$ cat src/design/peak_hold_slot_history_defines.svh
// Assertion macros for the peak-hold slot history RTL.
`ifndef PEAK_HOLD_SLOT_HISTORY_DEFINES_SVH
`define PEAK_HOLD_SLOT_HISTORY_DEFINES_SVH

// Check that a condition implies another in the same cycle.
`define PHS_ASSERT_SAME(lbl, ante, cons) \
    lbl: assert property (@(posedge clk) disable iff (!rst_n) (ante) |-> (cons)) \
        else $error("phs: same-cycle check failed");

// Check that a condition implies another in the following cycle.
`define PHS_ASSERT_NEXT(lbl, ante, cons) \
    lbl: assert property (@(posedge clk) disable iff (!rst_n) (ante) |=> (cons)) \
        else $error("phs: next-cycle check failed");

`endif

$ cat src/design/phs_pkg.sv
// Types and constants for the peak-hold slot history block.
`default_nettype none

package phs_pkg;

    localparam int SLOTS_DEFAULT = 256;
    localparam int QUEUE_DEPTH   = 4;

    localparam logic [15:0] UNITY        = 16'd4096;
    localparam logic [15:0] BOOST_THRESH = 16'd4100;
    localparam logic [15:0] CUT_THRESH   = 16'd4092;
    localparam logic [15:0] SPP_RESET    = 16'd1;
    localparam int          Q_FRAC       = 12;

    typedef enum logic [1:0] {
        GM_NONE  = 2'd0,
        GM_BOOST = 2'd1,
        GM_CUT   = 2'd2
    } gain_mode_t;

    typedef struct packed {
        logic [15:0] dry_peak;
        logic [15:0] filtered_peak;
        logic [15:0] wet_peak;
        logic [15:0] gain_scale;
        logic [15:0] envelope_level;
        logic [15:0] attack_level;
        logic [15:0] release_level;
    } frame_t;

    typedef struct packed {
        logic [7:0]  slot_index;
        logic [15:0] dry_value;
        logic [15:0] filtered_value;
        logic [15:0] output_value;
        logic [15:0] envelope_value;
        logic [15:0] attack_value;
        logic [15:0] release_value;
        logic        last_write;
    } result_t;

    // One pending slot write handed from the front to the back
    typedef struct packed {
        logic [7:0]  slot_index;
        logic [15:0] dry;
        logic [15:0] filtered;
        logic [15:0] wet;
        logic [15:0] envelope;
        logic [15:0] attack;
        logic [15:0] release_lvl;
        logic [15:0] gain;
        gain_mode_t  mode;
        logic        last;
    } job_t;

    typedef struct packed {
        logic full;
        logic empty;
    } queue_stat_t;

    typedef struct packed {
        logic seed_pending;
        logic advance;
    } front_stat_t;

    function automatic logic [15:0] umax16(input logic [15:0] a, input logic [15:0] b);
        return (a > b) ? a : b;
    endfunction

    function automatic logic [15:0] umin16(input logic [15:0] a, input logic [15:0] b);
        return (a < b) ? a : b;
    endfunction

endpackage

`default_nettype wire

$ cat src/design/peak_hold_slot_history.sv
// Top level of the peak-hold slot history block.
`default_nettype none

// Peak-hold decimator for a level-history display. Frames carry six unsigned Q4.12
// levels and a Q4.12 gain; the block holds the running level maxima for the current
// history slot, plus the largest gain boost (never below unity) and the smallest
// gain cut (never above unity), and emits one result word per frame with the six
// display values of the slot. The output level is the wet maximum, raised to the
// saturated dry maximum times the boost when the boost exceeds 1.001, or lowered
// to the dry maximum times the cut when the cut is below 0.999. After
// samples_per_slot frames (zero acts as one) the slot index advances modulo SLOTS,
// the accumulators restart from that frame and a second word seeds the new slot
// with the raw wet level; only the final word of a frame has last_write set.
// Flow: a frame that stays within its slot is taken whenever full is low; a frame
// that closes a slot holds full high until the seed word has been queued. The
// back end drains one word a cycle while pop keeps the output register free,
// through a multiply stage and an output register, so a result passes through
// the queue, the multiply stage and the output register once its frame is taken.
// A four-entry job queue decouples the accumulator front end from the back end,
// and the output register lets a new frame in while a finished word waits to be
// popped. Write samples_per_slot only while the block is idle; lowering it below
// the frames already counted closes the slot on the next frame.

`include "peak_hold_slot_history_defines.svh"

module peak_hold_slot_history
    import phs_pkg::*;
#(
    parameter int SLOTS = SLOTS_DEFAULT
)
(
    input  wire logic        clk,
    input  wire logic        rst_n,
    input  wire logic        cfg_wr_en,
    input  wire logic [15:0] cfg_wr_data,
    input  wire logic        push,
    output      logic        full,
    input  wire frame_t      frame,
    output      logic        empty,
    input  wire logic        pop,
    output      result_t     result
);

    queue_stat_t q_stat;
    front_stat_t front_stat;
    logic        q_push;
    logic        q_pop;
    job_t        q_wr_data;
    job_t        q_rd_data;

    // accumulate and classify each frame
    phs_front #(
        .SLOTS (SLOTS)
    ) u_front (
        .clk         (clk),
        .rst_n       (rst_n),
        .cfg_wr_en   (cfg_wr_en),
        .cfg_wr_data (cfg_wr_data),
        .push        (push),
        .full        (full),
        .frame       (frame),
        .q_stat      (q_stat),
        .q_push      (q_push),
        .q_wr_data   (q_wr_data),
        .stat        (front_stat)
    );

    // hold slot writes until the back end is free
    phs_queue u_queue (
        .clk     (clk),
        .rst_n   (rst_n),
        .wr_en   (q_push),
        .wr_data (q_wr_data),
        .rd_en   (q_pop),
        .rd_data (q_rd_data),
        .stat    (q_stat)
    );

    // scale, compare and present the result word
    phs_back u_back (
        .clk       (clk),
        .rst_n     (rst_n),
        .q_stat    (q_stat),
        .q_rd_data (q_rd_data),
        .q_pop     (q_pop),
        .empty     (empty),
        .pop       (pop),
        .result    (result)
    );

    // a pending seed word must block new frames
    `PHS_ASSERT_SAME(a_seed_blocks_input, front_stat.seed_pending, full)
    // a frame that closes its slot must leave a seed word pending
    `PHS_ASSERT_NEXT(a_seed_follows_advance, push && !full && front_stat.advance, front_stat.seed_pending)
    // the front end never writes into a full queue
    `PHS_ASSERT_SAME(a_queue_no_overflow, q_push, !q_stat.full)
    // the back end never reads an empty queue
    `PHS_ASSERT_SAME(a_queue_no_underflow, q_pop, !q_stat.empty)

endmodule

`default_nettype wire

$ cat src/design/phs_front.sv
// Front end: takes frames, folds them into the slot accumulators, queues slot writes.
`default_nettype none

module phs_front
    import phs_pkg::*;
#(
    parameter int SLOTS = SLOTS_DEFAULT
)
(
    input  wire logic        clk,
    input  wire logic        rst_n,
    input  wire logic        cfg_wr_en,
    input  wire logic [15:0] cfg_wr_data,
    input  wire logic        push,
    output      logic        full,
    input  wire frame_t      frame,
    input  wire queue_stat_t q_stat,
    output      logic        q_push,
    output      job_t        q_wr_data,
    output      front_stat_t stat
);

    localparam int SLOT_W = (SLOTS > 1) ? $clog2(SLOTS) : 1;
    localparam int EXT_W  = (SLOT_W > 8) ? SLOT_W : 8;
    localparam logic [SLOT_W-1:0] SLOT_LAST = SLOT_W'(SLOTS - 1);

    logic [15:0]       spp_reg;
    logic [SLOT_W-1:0] pos_reg,  pos_next;
    logic [15:0]       fc_reg,   fc_next;
    logic [15:0]       dry_reg,  dry_next;
    logic [15:0]       filt_reg, filt_next;
    logic [15:0]       wet_reg,  wet_next;
    logic [15:0]       boost_reg, boost_next;
    logic [15:0]       cut_reg,  cut_next;
    logic [15:0]       env_reg,  env_next;
    logic [15:0]       att_reg,  att_next;
    logic [15:0]       rel_reg,  rel_next;
    logic              seed_pending_reg, seed_pending_next;
    job_t              seed_job_reg, seed_job_next;

    logic              accept;
    logic [16:0]       fc_inc;
    logic              advance;
    logic [SLOT_W-1:0] pos_wrap;
    logic [EXT_W-1:0]  pos_ext, wrap_ext;
    logic [15:0]       dry_acc, filt_acc, wet_acc, boost_acc, cut_acc;
    logic [15:0]       env_acc, att_acc, rel_acc;
    logic [15:0]       boost_raw, cut_raw;
    job_t              job_acc;

    assign full   = q_stat.full || seed_pending_reg;
    assign accept = push && !full;

    assign fc_inc   = {1'b0, fc_reg} + 17'd1;
    assign advance  = fc_inc >= {1'b0, spp_reg};
    assign pos_wrap = (pos_reg == SLOT_LAST) ? '0 : pos_reg + SLOT_W'(1);
    assign pos_ext  = EXT_W'(pos_reg);
    assign wrap_ext = EXT_W'(pos_wrap);

    assign boost_raw = umax16(UNITY, frame.gain_scale);
    assign cut_raw   = umin16(UNITY, frame.gain_scale);

    assign dry_acc   = umax16(dry_reg,   frame.dry_peak);
    assign filt_acc  = umax16(filt_reg,  frame.filtered_peak);
    assign wet_acc   = umax16(wet_reg,   frame.wet_peak);
    assign boost_acc = umax16(boost_reg, boost_raw);
    assign cut_acc   = umin16(cut_reg,   cut_raw);
    assign env_acc   = umax16(env_reg,   frame.envelope_level);
    assign att_acc   = umax16(att_reg,   frame.attack_level);
    assign rel_acc   = umax16(rel_reg,   frame.release_level);

    always_comb
    begin
        job_acc             = '0;
        job_acc.slot_index  = pos_ext[7:0];
        job_acc.dry         = dry_acc;
        job_acc.filtered    = filt_acc;
        job_acc.wet         = wet_acc;
        job_acc.envelope    = env_acc;
        job_acc.attack      = att_acc;
        job_acc.release_lvl = rel_acc;
        job_acc.last        = !advance;
        if (boost_acc > BOOST_THRESH)
        begin
            job_acc.mode = GM_BOOST;
            job_acc.gain = boost_acc;
        end
        else if (cut_acc < CUT_THRESH)
        begin
            job_acc.mode = GM_CUT;
            job_acc.gain = cut_acc;
        end
        else
        begin
            job_acc.mode = GM_NONE;
            job_acc.gain = '0;
        end
    end

    always_comb
    begin
        pos_next          = pos_reg;
        fc_next           = fc_reg;
        dry_next          = dry_reg;
        filt_next         = filt_reg;
        wet_next          = wet_reg;
        boost_next        = boost_reg;
        cut_next          = cut_reg;
        env_next          = env_reg;
        att_next          = att_reg;
        rel_next          = rel_reg;
        seed_pending_next = seed_pending_reg;
        seed_job_next     = seed_job_reg;

        // drop the seed once the queue has taken it
        if (seed_pending_reg && !q_stat.full)
        begin
            seed_pending_next = 1'b0;
        end

        if (accept)
        begin
            if (advance)
            begin
                pos_next   = pos_wrap;
                fc_next    = '0;
                dry_next   = frame.dry_peak;
                filt_next  = frame.filtered_peak;
                wet_next   = frame.wet_peak;
                boost_next = boost_raw;
                cut_next   = cut_raw;
                env_next   = frame.envelope_level;
                att_next   = frame.attack_level;
                rel_next   = frame.release_level;

                seed_pending_next         = 1'b1;
                seed_job_next.slot_index  = wrap_ext[7:0];
                seed_job_next.dry         = frame.dry_peak;
                seed_job_next.filtered    = frame.filtered_peak;
                seed_job_next.wet         = frame.wet_peak;
                seed_job_next.envelope    = frame.envelope_level;
                seed_job_next.attack      = frame.attack_level;
                seed_job_next.release_lvl = frame.release_level;
                seed_job_next.gain        = '0;
                seed_job_next.mode        = GM_NONE;
                seed_job_next.last        = 1'b1;
            end
            else
            begin
                fc_next    = fc_inc[15:0];
                dry_next   = dry_acc;
                filt_next  = filt_acc;
                wet_next   = wet_acc;
                boost_next = boost_acc;
                cut_next   = cut_acc;
                env_next   = env_acc;
                att_next   = att_acc;
                rel_next   = rel_acc;
            end
        end
    end

    assign q_push    = accept || (seed_pending_reg && !q_stat.full);
    assign q_wr_data = seed_pending_reg ? seed_job_reg : job_acc;

    assign stat.seed_pending = seed_pending_reg;
    assign stat.advance      = advance;

    always_ff @(posedge clk or negedge rst_n)
    begin
        if (!rst_n)
        begin
            spp_reg          <= SPP_RESET;
            pos_reg          <= '0;
            fc_reg           <= '0;
            dry_reg          <= '0;
            filt_reg         <= '0;
            wet_reg          <= '0;
            boost_reg        <= UNITY;
            cut_reg          <= UNITY;
            env_reg          <= '0;
            att_reg          <= '0;
            rel_reg          <= '0;
            seed_pending_reg <= 1'b0;
        end
        else
        begin
            if (cfg_wr_en)
            begin
                spp_reg <= cfg_wr_data;
            end
            pos_reg          <= pos_next;
            fc_reg           <= fc_next;
            dry_reg          <= dry_next;
            filt_reg         <= filt_next;
            wet_reg          <= wet_next;
            boost_reg        <= boost_next;
            cut_reg          <= cut_next;
            env_reg          <= env_next;
            att_reg          <= att_next;
            rel_reg          <= rel_next;
            seed_pending_reg <= seed_pending_next;
        end
    end

    always_ff @(posedge clk)
    begin
        seed_job_reg <= seed_job_next;
    end

endmodule

`default_nettype wire

$ cat src/design/phs_queue.sv
// Short job queue between the front end and the back end.
`default_nettype none

module phs_queue
    import phs_pkg::*;
(
    input  wire logic        clk,
    input  wire logic        rst_n,
    input  wire logic        wr_en,
    input  wire job_t        wr_data,
    input  wire logic        rd_en,
    output      job_t        rd_data,
    output      queue_stat_t stat
);

    localparam int PTR_W = (QUEUE_DEPTH > 1) ? $clog2(QUEUE_DEPTH) : 1;
    localparam int CNT_W = $clog2(QUEUE_DEPTH + 1);
    localparam logic [PTR_W-1:0] PTR_LAST = PTR_W'(QUEUE_DEPTH - 1);
    localparam logic [CNT_W-1:0] CNT_FULL = CNT_W'(QUEUE_DEPTH);

    job_t             mem_reg [QUEUE_DEPTH];
    logic [PTR_W-1:0] wr_ptr_reg, wr_ptr_next;
    logic [PTR_W-1:0] rd_ptr_reg, rd_ptr_next;
    logic [CNT_W-1:0] count_reg,  count_next;
    logic             do_wr, do_rd;

    assign stat.full  = (count_reg == CNT_FULL);
    assign stat.empty = (count_reg == '0);
    assign do_wr      = wr_en && !stat.full;
    assign do_rd      = rd_en && !stat.empty;
    assign rd_data    = mem_reg[rd_ptr_reg];

    always_comb
    begin
        wr_ptr_next = wr_ptr_reg;
        rd_ptr_next = rd_ptr_reg;
        count_next  = count_reg;
        if (do_wr)
        begin
            wr_ptr_next = (wr_ptr_reg == PTR_LAST) ? '0 : wr_ptr_reg + PTR_W'(1);
        end
        if (do_rd)
        begin
            rd_ptr_next = (rd_ptr_reg == PTR_LAST) ? '0 : rd_ptr_reg + PTR_W'(1);
        end
        if (do_wr && !do_rd)
        begin
            count_next = count_reg + CNT_W'(1);
        end
        else if (do_rd && !do_wr)
        begin
            count_next = count_reg - CNT_W'(1);
        end
    end

    always_ff @(posedge clk or negedge rst_n)
    begin
        if (!rst_n)
        begin
            wr_ptr_reg <= '0;
            rd_ptr_reg <= '0;
            count_reg  <= '0;
        end
        else
        begin
            wr_ptr_reg <= wr_ptr_next;
            rd_ptr_reg <= rd_ptr_next;
            count_reg  <= count_next;
        end
    end

    always_ff @(posedge clk)
    begin
        if (do_wr)
        begin
            mem_reg[wr_ptr_reg] <= wr_data;
        end
    end

endmodule

`default_nettype wire

$ cat src/design/phs_back.sv
// Back end: scales the dry maximum, forms the display output level, holds the result word.
`default_nettype none

module phs_back
    import phs_pkg::*;
(
    input  wire logic        clk,
    input  wire logic        rst_n,
    input  wire queue_stat_t q_stat,
    input  wire job_t        q_rd_data,
    output      logic        q_pop,
    output      logic        empty,
    input  wire logic        pop,
    output      result_t     result
);

    logic        s1_valid_reg, s1_valid_next;
    job_t        s1_job_reg;
    logic [31:0] s1_prod_reg;
    logic        out_valid_reg, out_valid_next;
    result_t     out_reg;

    logic        out_ready, s1_ready;
    logic [19:0] prod_shr;
    logic [15:0] scaled;
    logic [15:0] level;

    assign out_ready = !out_valid_reg || pop;
    assign s1_ready  = !s1_valid_reg || out_ready;
    assign q_pop     = s1_ready && !q_stat.empty;

    // saturate the Q4.12 product to 16 bits
    assign prod_shr = s1_prod_reg[31:Q_FRAC];
    assign scaled   = (|prod_shr[19:16]) ? 16'hFFFF : prod_shr[15:0];

    always_comb
    begin
        case (s1_job_reg.mode)
            GM_BOOST: level = umax16(s1_job_reg.wet, scaled);
            GM_CUT:   level = umin16(s1_job_reg.wet, scaled);
            default:  level = s1_job_reg.wet;
        endcase
    end

    always_comb
    begin
        s1_valid_next  = s1_valid_reg;
        out_valid_next = out_valid_reg;
        if (out_ready)
        begin
            out_valid_next = s1_valid_reg;
        end
        if (s1_ready)
        begin
            s1_valid_next = q_pop;
        end
    end

    always_ff @(posedge clk or negedge rst_n)
    begin
        if (!rst_n)
        begin
            s1_valid_reg  <= 1'b0;
            out_valid_reg <= 1'b0;
        end
        else
        begin
            s1_valid_reg  <= s1_valid_next;
            out_valid_reg <= out_valid_next;
        end
    end

    always_ff @(posedge clk)
    begin
        if (q_pop)
        begin
            s1_job_reg  <= q_rd_data;
            s1_prod_reg <= {16'd0, q_rd_data.dry} * {16'd0, q_rd_data.gain};
        end
        if (out_ready && s1_valid_reg)
        begin
            out_reg.slot_index     <= s1_job_reg.slot_index;
            out_reg.dry_value      <= s1_job_reg.dry;
            out_reg.filtered_value <= s1_job_reg.filtered;
            out_reg.output_value   <= level;
            out_reg.envelope_value <= s1_job_reg.envelope;
            out_reg.attack_value   <= s1_job_reg.attack;
            out_reg.release_value  <= s1_job_reg.release_lvl;
            out_reg.last_write     <= s1_job_reg.last;
        end
    end

    assign empty  = !out_valid_reg;
    assign result = out_reg;

endmodule

`default_nettype wire
$ cat config.mk
export PLATFORM = sky130hd
export DESIGN_NAME = peak_hold_slot_history
export DESIGN_NICKNAME = d
export VERILOG_FILES = /design/src/design/phs_pkg.sv /design/src/design/peak_hold_slot_history.sv /design/src/design/phs_front.sv /design/src/design/phs_queue.sv /design/src/design/phs_back.sv
export VERILOG_INCLUDE_DIRS = /design/src /design/src/design
export SDC_FILE = /design/constraint.sdc
export NUM_CORES = 2
export LEC_CHECK = 0
export BUFFER_PORTS_ARGS = -buffer_cell sky130_fd_sc_hd__buf_4
export CAP_MARGIN = 20
export CORE_ASPECT_RATIO = 0.8
export CORE_UTILIZATION = 30
export CTS_BUF_LIST = sky130_fd_sc_hd__clkbuf_8
export CTS_CLUSTER_DIAMETER = 50
export CTS_CLUSTER_SIZE = 28
export DETAILED_ROUTE_END_ITERATION = 6
export GPL_TIMING_DRIVEN = 1
export HOLD_SLACK_MARGIN = 0.03
export PLACE_DENSITY = 0.42
export SLEW_MARGIN = 30
export SYNTH_ARGS = -nofsm -noshare
export SYNTH_HDL_FRONTEND = slang
export SYNTH_SLANG_ARGS = --single-unit
$ cat constraint.sdc
create_clock -name clk -period 9.85 [get_ports clk]
set_clock_uncertainty 0.2 [all_clocks]
set_input_delay 0.985 -clock clk [delete_from_list [all_inputs] [get_ports clk]]
set_output_delay 0.985 -clock clk [all_outputs]
set_load 0.02 [all_outputs]
; ---- After elaboration in Yosys (flattened, before gate mapping)
; Memory sizes are Yosys's and may differ from the RTL's.
; Cells that the tools add are included.
[classes]
magnitude_cmp = 15
reduce_logical = 24
n_addsub = 6
n_eq_ne = 6
mux = 36
n_mul = 1
[op_table]
columns = op, n
row1 = two-way mux 16 bit, 22
row2 = greater-than comparator 16 bit, 8
row3 = two-way mux 123 bit, 1
row4 = two-way mux 18 bit, 2
row5 = less-than comparator 16 bit, 2
row6 = multiplier 16 x 16 -> 32 bit, 1
row7 = case mux 16 bit (2 select lines), 1
row8 = "adder 16 x 1 -> 17 bit, second input constant", 1
row9 = greater-or-equal comparator 17 x 16 -> 1 bit, 1
row10 = "greater-than comparator 13 x 16 -> 1 bit, first input constant", 1
row11 = "greater-than comparator 16 x 13 -> 1 bit, second input constant", 1
row12 = "less-than comparator 13 x 16 -> 1 bit, first input constant", 1
row13 = "less-than comparator 16 x 12 -> 1 bit, second input constant", 1
row14 = "adder 8 x 1 -> 8 bit, second input constant", 1
row15 = "== test 8 bit, second input constant", 1
row16 = logical AND 1 bit, 8
row17 = zero test 1 bit, 8
row18 = two-way mux 8 bit, 1
row19 = "== test 2 bit, second input constant", 3
row20 = two-way mux 3 bit, 2
row21 = two-way mux 1 bit, 5
row22 = "adder 2 x 1 -> 2 bit, second input constant", 2
row23 = logical OR 1 bit, 4
row24 = two-way mux 2 bit, 2
row25 = 8 further kinds, 8
[word_totals]
register_bits = 526
output_inout_bits = 107
wordCells = 131
input_bits = 133
memories = 1
ramBits = 492
[mem_list]
columns = memory, depth, word_bits, rd, rd_clocked_by_memory_dff, write_ports, line
row1 = u_queue.mem_reg, 4, 123, 1, 0, 1, phs_queue.sv:21  ; job_t mem_reg [QUEUE_DEPTH];

; ---- Logic depth before layout (Yosys ltp)
[logic_depth]
depth_word = 10
ltp_mapped = 30
depth_no_buf = 26

; ---- Hierarchy
; From an unflattened synthesis, not the netlist that was laid out.
[hier_totals]
hier_cells = 3499
hier_area_um2 = 51247.9
[by_module_without_submodules]
columns = mod, seq_area_each_um2, instances, cells_each, area_per_inst_um2
row1 = phs_queue, 14949.3, 1, 680, 18159.9
row2 = phs_front, 7355.8, 1, 1452, 16656.0
row3 = phs_back, 7016.7, 1, 1367, 16432.0

; ---- Worst setup path after synthesis
; Ideal clock, no wire load.
[synth_timing]
kind = in2reg
from = input pop
to = register u_queue.count_reg[1]
arrival_ns = 8.743
slack_ns = 0.782
setup_time_ns = 0.125
cell_stages = 7
required_time_ns = 9.525
n_path_buf = 0
cell_sequence = nor2_1 a21oi_1 inv_1 ha_1 inv_1 fa_1 mux2_2
[synth_between]
elab_chain_cells = 7
elab_cells_between_ends = 9
classes_between = mux: 1 / reduce/logical: 8
[synth_lines]
columns = element, line
row1 = from (decl), peak_hold_slot_history.sv:40  ; input wire logic pop,
row2 = logical OR 1 bit, phs_back.sv:28  ; assign out_ready = !out_valid_reg || pop;
row3 = logical OR 1 bit, phs_back.sv:29  ; assign s1_ready = !s1_valid_reg || out_ready;
row4 = logical AND 1 bit, phs_back.sv:30  ; assign q_pop = s1_ready && !q_stat.empty;
row5 = net q_pop, peak_hold_slot_history.sv:47  ; logic q_pop;
row6 = logical AND 1 bit, phs_queue.sv:30  ; assign do_rd = rd_en && !stat.empty;
row7 = zero test 1 bit, phs_queue.sv:46  ; if (do_wr && !do_rd)
row8 = logical AND 1 bit, phs_queue.sv:46
row9 = two-way mux 3 bit, phs_queue.sv:46
row10 = net u_queue.count_next[1], phs_queue.sv:24  ; logic [CNT_W-1:0] count_reg, count_next;
row11 = to (signal assigned), phs_queue.sv:68  ; count_reg <= count_next;
row12 = to (decl), phs_queue.sv:24
; The timed path passes the listed nets, and every way through them passes these cells.
; A chain may end at the register's enable or synchronous reset.

; ---- Worst setup path after layout
[layout_timing]
from = register u_queue.rd_ptr_reg[0]
to = register u_back.s1_prod_reg[30] (data pin)
[layout_between]
elab_chain_cells = 2
[layout_lines]
columns = element, line
row1 = from (decl), phs_queue.sv:23  ; logic [PTR_W-1:0] rd_ptr_reg, rd_ptr_next;
row2 = from (signal assigned), phs_queue.sv:67  ; rd_ptr_reg <= rd_ptr_next;
row3 = memory read (4 x 123 bit), n/a
row4 = multiplier 16 x 16 -> 32 bit, phs_back.sv:78  ; s1_prod_reg <= {16'd0, q_rd_data.dry} * {16'd0, q_rd_data.gain};
row5 = to (signal assigned), phs_back.sv:78
row6 = to (decl), phs_back.sv:19  ; logic [31:0] s1_prod_reg;
; No other way between the ends.

==> metrics.md <==
| Metric | Value |
|---|---|
| Status | `finished, final reports clean` |
| Final wirelength | `132,000 um` |
| Dpl hpwl | `87,400 um` |
| Register bit total from synthesis | `1,006` |
| Fmax | `116 MHz` |
| TritonCTS Buffers | `117` |
| Ys async rst share | `0.177` |
| Root Buffer | `clkbuf_8` |
| PortBufs | `239` |
| Post-synthesis sequential area ratio | `0.576` |
| Distinct cells, synth | `70` |
| Post-CTS setup buffer count | `0` |
| Area added between synthesis and finish | `16.8%` |
| Tot GR Track Use | `0.155` |
| Drt pass-1 iters | `5` |
| Setup WS post-layout | `1250 ps` |
| Vias per cell | `4.62` |
| TritonCTS clock tree | `built` |
| Layout cells sized above 1 | `0.195` |
| Full die area | `0.171 mm^2` |
| H-tree lvl count | `3` |
| Relative max-transition margin | `0.349` |
| Hold Path Class | `in2reg` |
| Core Area | `0.168 mm^2` |
| Maximum capacitance violations | `0` |
| Max reg flops | `492` |
| Crit start category | `flip-flop` |
| Crit path kind | `reg2reg` |
| CTS resizes | `0` |
| Final hold vios | `0` |
| DRT iter0 DRCs | `1,643` |
| Commonest non-fill, non-tap cell in the layout | `edfxtp_1` |
| Ys flop type | `edfxtp_1` |
| Most used cell along the critical path | `fa_1` |
| Vias | `29,684` |
| Drt wl/cell | `20.6 um` |
| Placement Setup Slack | `1280 ps` |
| Crit path largest cell delay | `940 ps` |
| Minimum clock period | `8600 ps` |
| Endpoint class of the critical path | `flip-flop` |
| Setup TNS | `0 ps` |
| Initial Utilization | `0.304` |
| Hold_buf cts | `105` |
| Slowest cell on crit path | `dfrtp_4` |
| Crit path buffers/inverters | `4` |
| Grt total ovfl | `0` |
| Largest net degree at the start of global routing | `118` |
| Routability cong. | `0.796` |
| Final Slew Violations | `0` |
| Die height | `370 um` |
| Routed Antenna Nets | `0` |
| Critical Path RT | `10,290 ps` |
| Crit-path cells | `mux2_2 > o21ai_0 > inv_1 > nand2_1 > fa_1 > fa_1 > fa_1 > fa_1 > inv_1 > fa_1 > inv_1 > fa_1 > inv_1 > ha_1 > a211oi_1 > o21bai_1 > o211a_1 > o31ai_1 > a311oi_1 > o41ai_2 > o21bai_1 > xor2_1` |
| Post-synth EDFFs | `828` |
| Period utilization | `0.873` |
| Most frequent cells in the layout | `828 x edfxtp_1, 425 x inv_1, 282 x buf_4, 271 x nand2_1, 270 x ha_1` |
| Post-layout nets | `4,661` |
| Ys Warns | `0` |
| CP top delay family | `adder cells` |
| Mapped Cells | `3,687` |
| Vias in the first global route | `31,575` |
| DR DRC count | `0` |
| Measured slew at the worst slew-check pin | `976 ps` |
| Mean post-synth cell area | `13.8 um^2` |
| # IOs | `240` |
| Multi-input logic area | `0.0194 mm^2` |
| First-pass GRT wire length | `201,000 um` |
| Chip Width | `463 um` |
| Filler Cell Count | `16,489` |
| Worst-path maximum fanout | `43` |
| Setup violations, final | `0` |
| Initial antenna violation count | `15` |
| Unrepaired setup endpoints after global routing | `false` |
| Clk sinks | `1,006` |
| Worst path arrival time | `9040 ps` |
| Synthesized area | `0.0509 mm^2` |
| Clk Latency, worst-skew pair | `910 ps` |
| Bufs on Longest Clock Path | `3` |
| # rows | `134` |
| Clock Pin Slew Worst Setup and Hold Paths | `90 ps` |
| Register area | `0.0293 mm^2` |
[kinds of logic after synthesis]
logic type      after synthesis  synth area share
mux                         339             0.100
buf+inv                     565            0.0443
other cells                   1         0.0000737
simple gates                794            0.0706
compound gates              475            0.0587
fa+ha+maj                   464             0.143
flops                      1006             0.576
xor+xnor                     43           0.00740
[per-stage QoR]
| stage | instances | hold WS, ps | area, um^2 | utilization |
|---|---|---|---|---|
| after detailed placement | 6084 | 205 | 55400 | 0.331 |
| after global placement | 6081 | 203 | 55300 | 0.330 |
| after CTS | 6413 | 36.0 | 59400 | 0.355 |
| after floorplan | 3689 | 200 | 50900 | - |
| final | 6421 | 140 | 59500 | 0.355 |
| after global routing | 6420 | 56.6 | 59500 | 0.355 |
[Yosys cell counts, types with 8 or more instances]
cell type | count | area (um^2)
edfxtp_1 | 828 | 24900
inv_1 | 423 | 1590
nand2_1 | 271 | 1020
ha_1 | 270 | 3380
nor2_1 | 228 | 856
fa_1 | 194 | 3880
dfrtp_1 | 175 | 4380
o21ai_0 | 174 | 871
mux4_2 | 108 | 2430
clkbuf_1 | 103 | 387
mux2_2 | 92 | 1040
nand3_1 | 90 | 450
mux2i_1 | 85 | 851
a31oi_1 | 72 | 450
and2_1 | 61 | 382
a21oi_1 | 59 | 295
a21o_1 | 53 | 398
mux2_4 | 49 | 736
nand4_1 | 36 | 225
nor2b_1 | 28 | 175
xnor2_1 | 28 | 245
nor3_1 | 26 | 130
buf_2 | 21 | 105
o21a_1 | 21 | 158
or2_2 | 15 | 93.8
xor2_1 | 15 | 131
o22ai_1 | 14 | 87.6
o2bb2ai_1 | 12 | 105
o21ai_1 | 11 | 55.1
nand2b_1 | 8 | 50.1
[cell type report]
cell class / instances / area share
flip-flops and latches: 1006 / 0.493
multi-input cells: 2118 / 0.327
repair buffers: 397 / 0.0558
well taps: 2244 / 0.0472
clock buffers: 120 / 0.0278
inverters: 424 / 0.0268
clock inverters: 104 / 0.0223
diodes: 8 / 0.000337
[layer usage]
layer | track usage | part of all wire
met5 | 0 | 0.00023
met4 | 0.0402 | 0.024
met3 | 0.0234 | 0.033
met2 | 0.253 | 0.47
met1 | 0.215 | 0.48
[worst register-to-register path: stages (launching register included)]
cell	delay, ps
dfrtp_4	940
mux2_2	450
o21ai_0	600
inv_1	490
nand2_1	210
fa_1	460
fa_1	570
fa_1	450
fa_1	540
inv_1	50
fa_1	470
inv_1	50
fa_1	470
inv_1	40
ha_1	200
a211oi_1	230
o21bai_1	210
o211a_1	300
o31ai_1	430
a311oi_1	270
o41ai_2	450
o21bai_1	130
xor2_1	150
[path summary, 6_finish.rpt]
path                                                    from                                  to  slack (ps)  depth (start not counted)
max                        u_queue.rd_ptr_reg[0]$_DFFE_PN0P_    u_back.s1_prod_reg[30]$_DFFE_PP_        1250                         22
min                                                 frame[7]  u_front.seed_job_reg[26]$_DFFE_PP_         140                          1
max reg2reg                u_queue.rd_ptr_reg[0]$_DFFE_PN0P_    u_back.s1_prod_reg[30]$_DFFE_PP_        1250                         22
min reg2reg                  u_back.s1_job_reg[42]$_DFFE_PP_         u_back.result[24]$_DFFE_PP_         220                          0
max in group asynchronous                              rst_n      u_front.wet_reg[9]$_DFFE_PN0P_        7570                          3
min in group asynchronous                              rst_n      u_front.att_reg[2]$_DFFE_PN0P_         460                          2
Power is left out: the tool's default activity adds up to more than one toggle a clock period on the data nets, which glitch-free logic cannot reach.
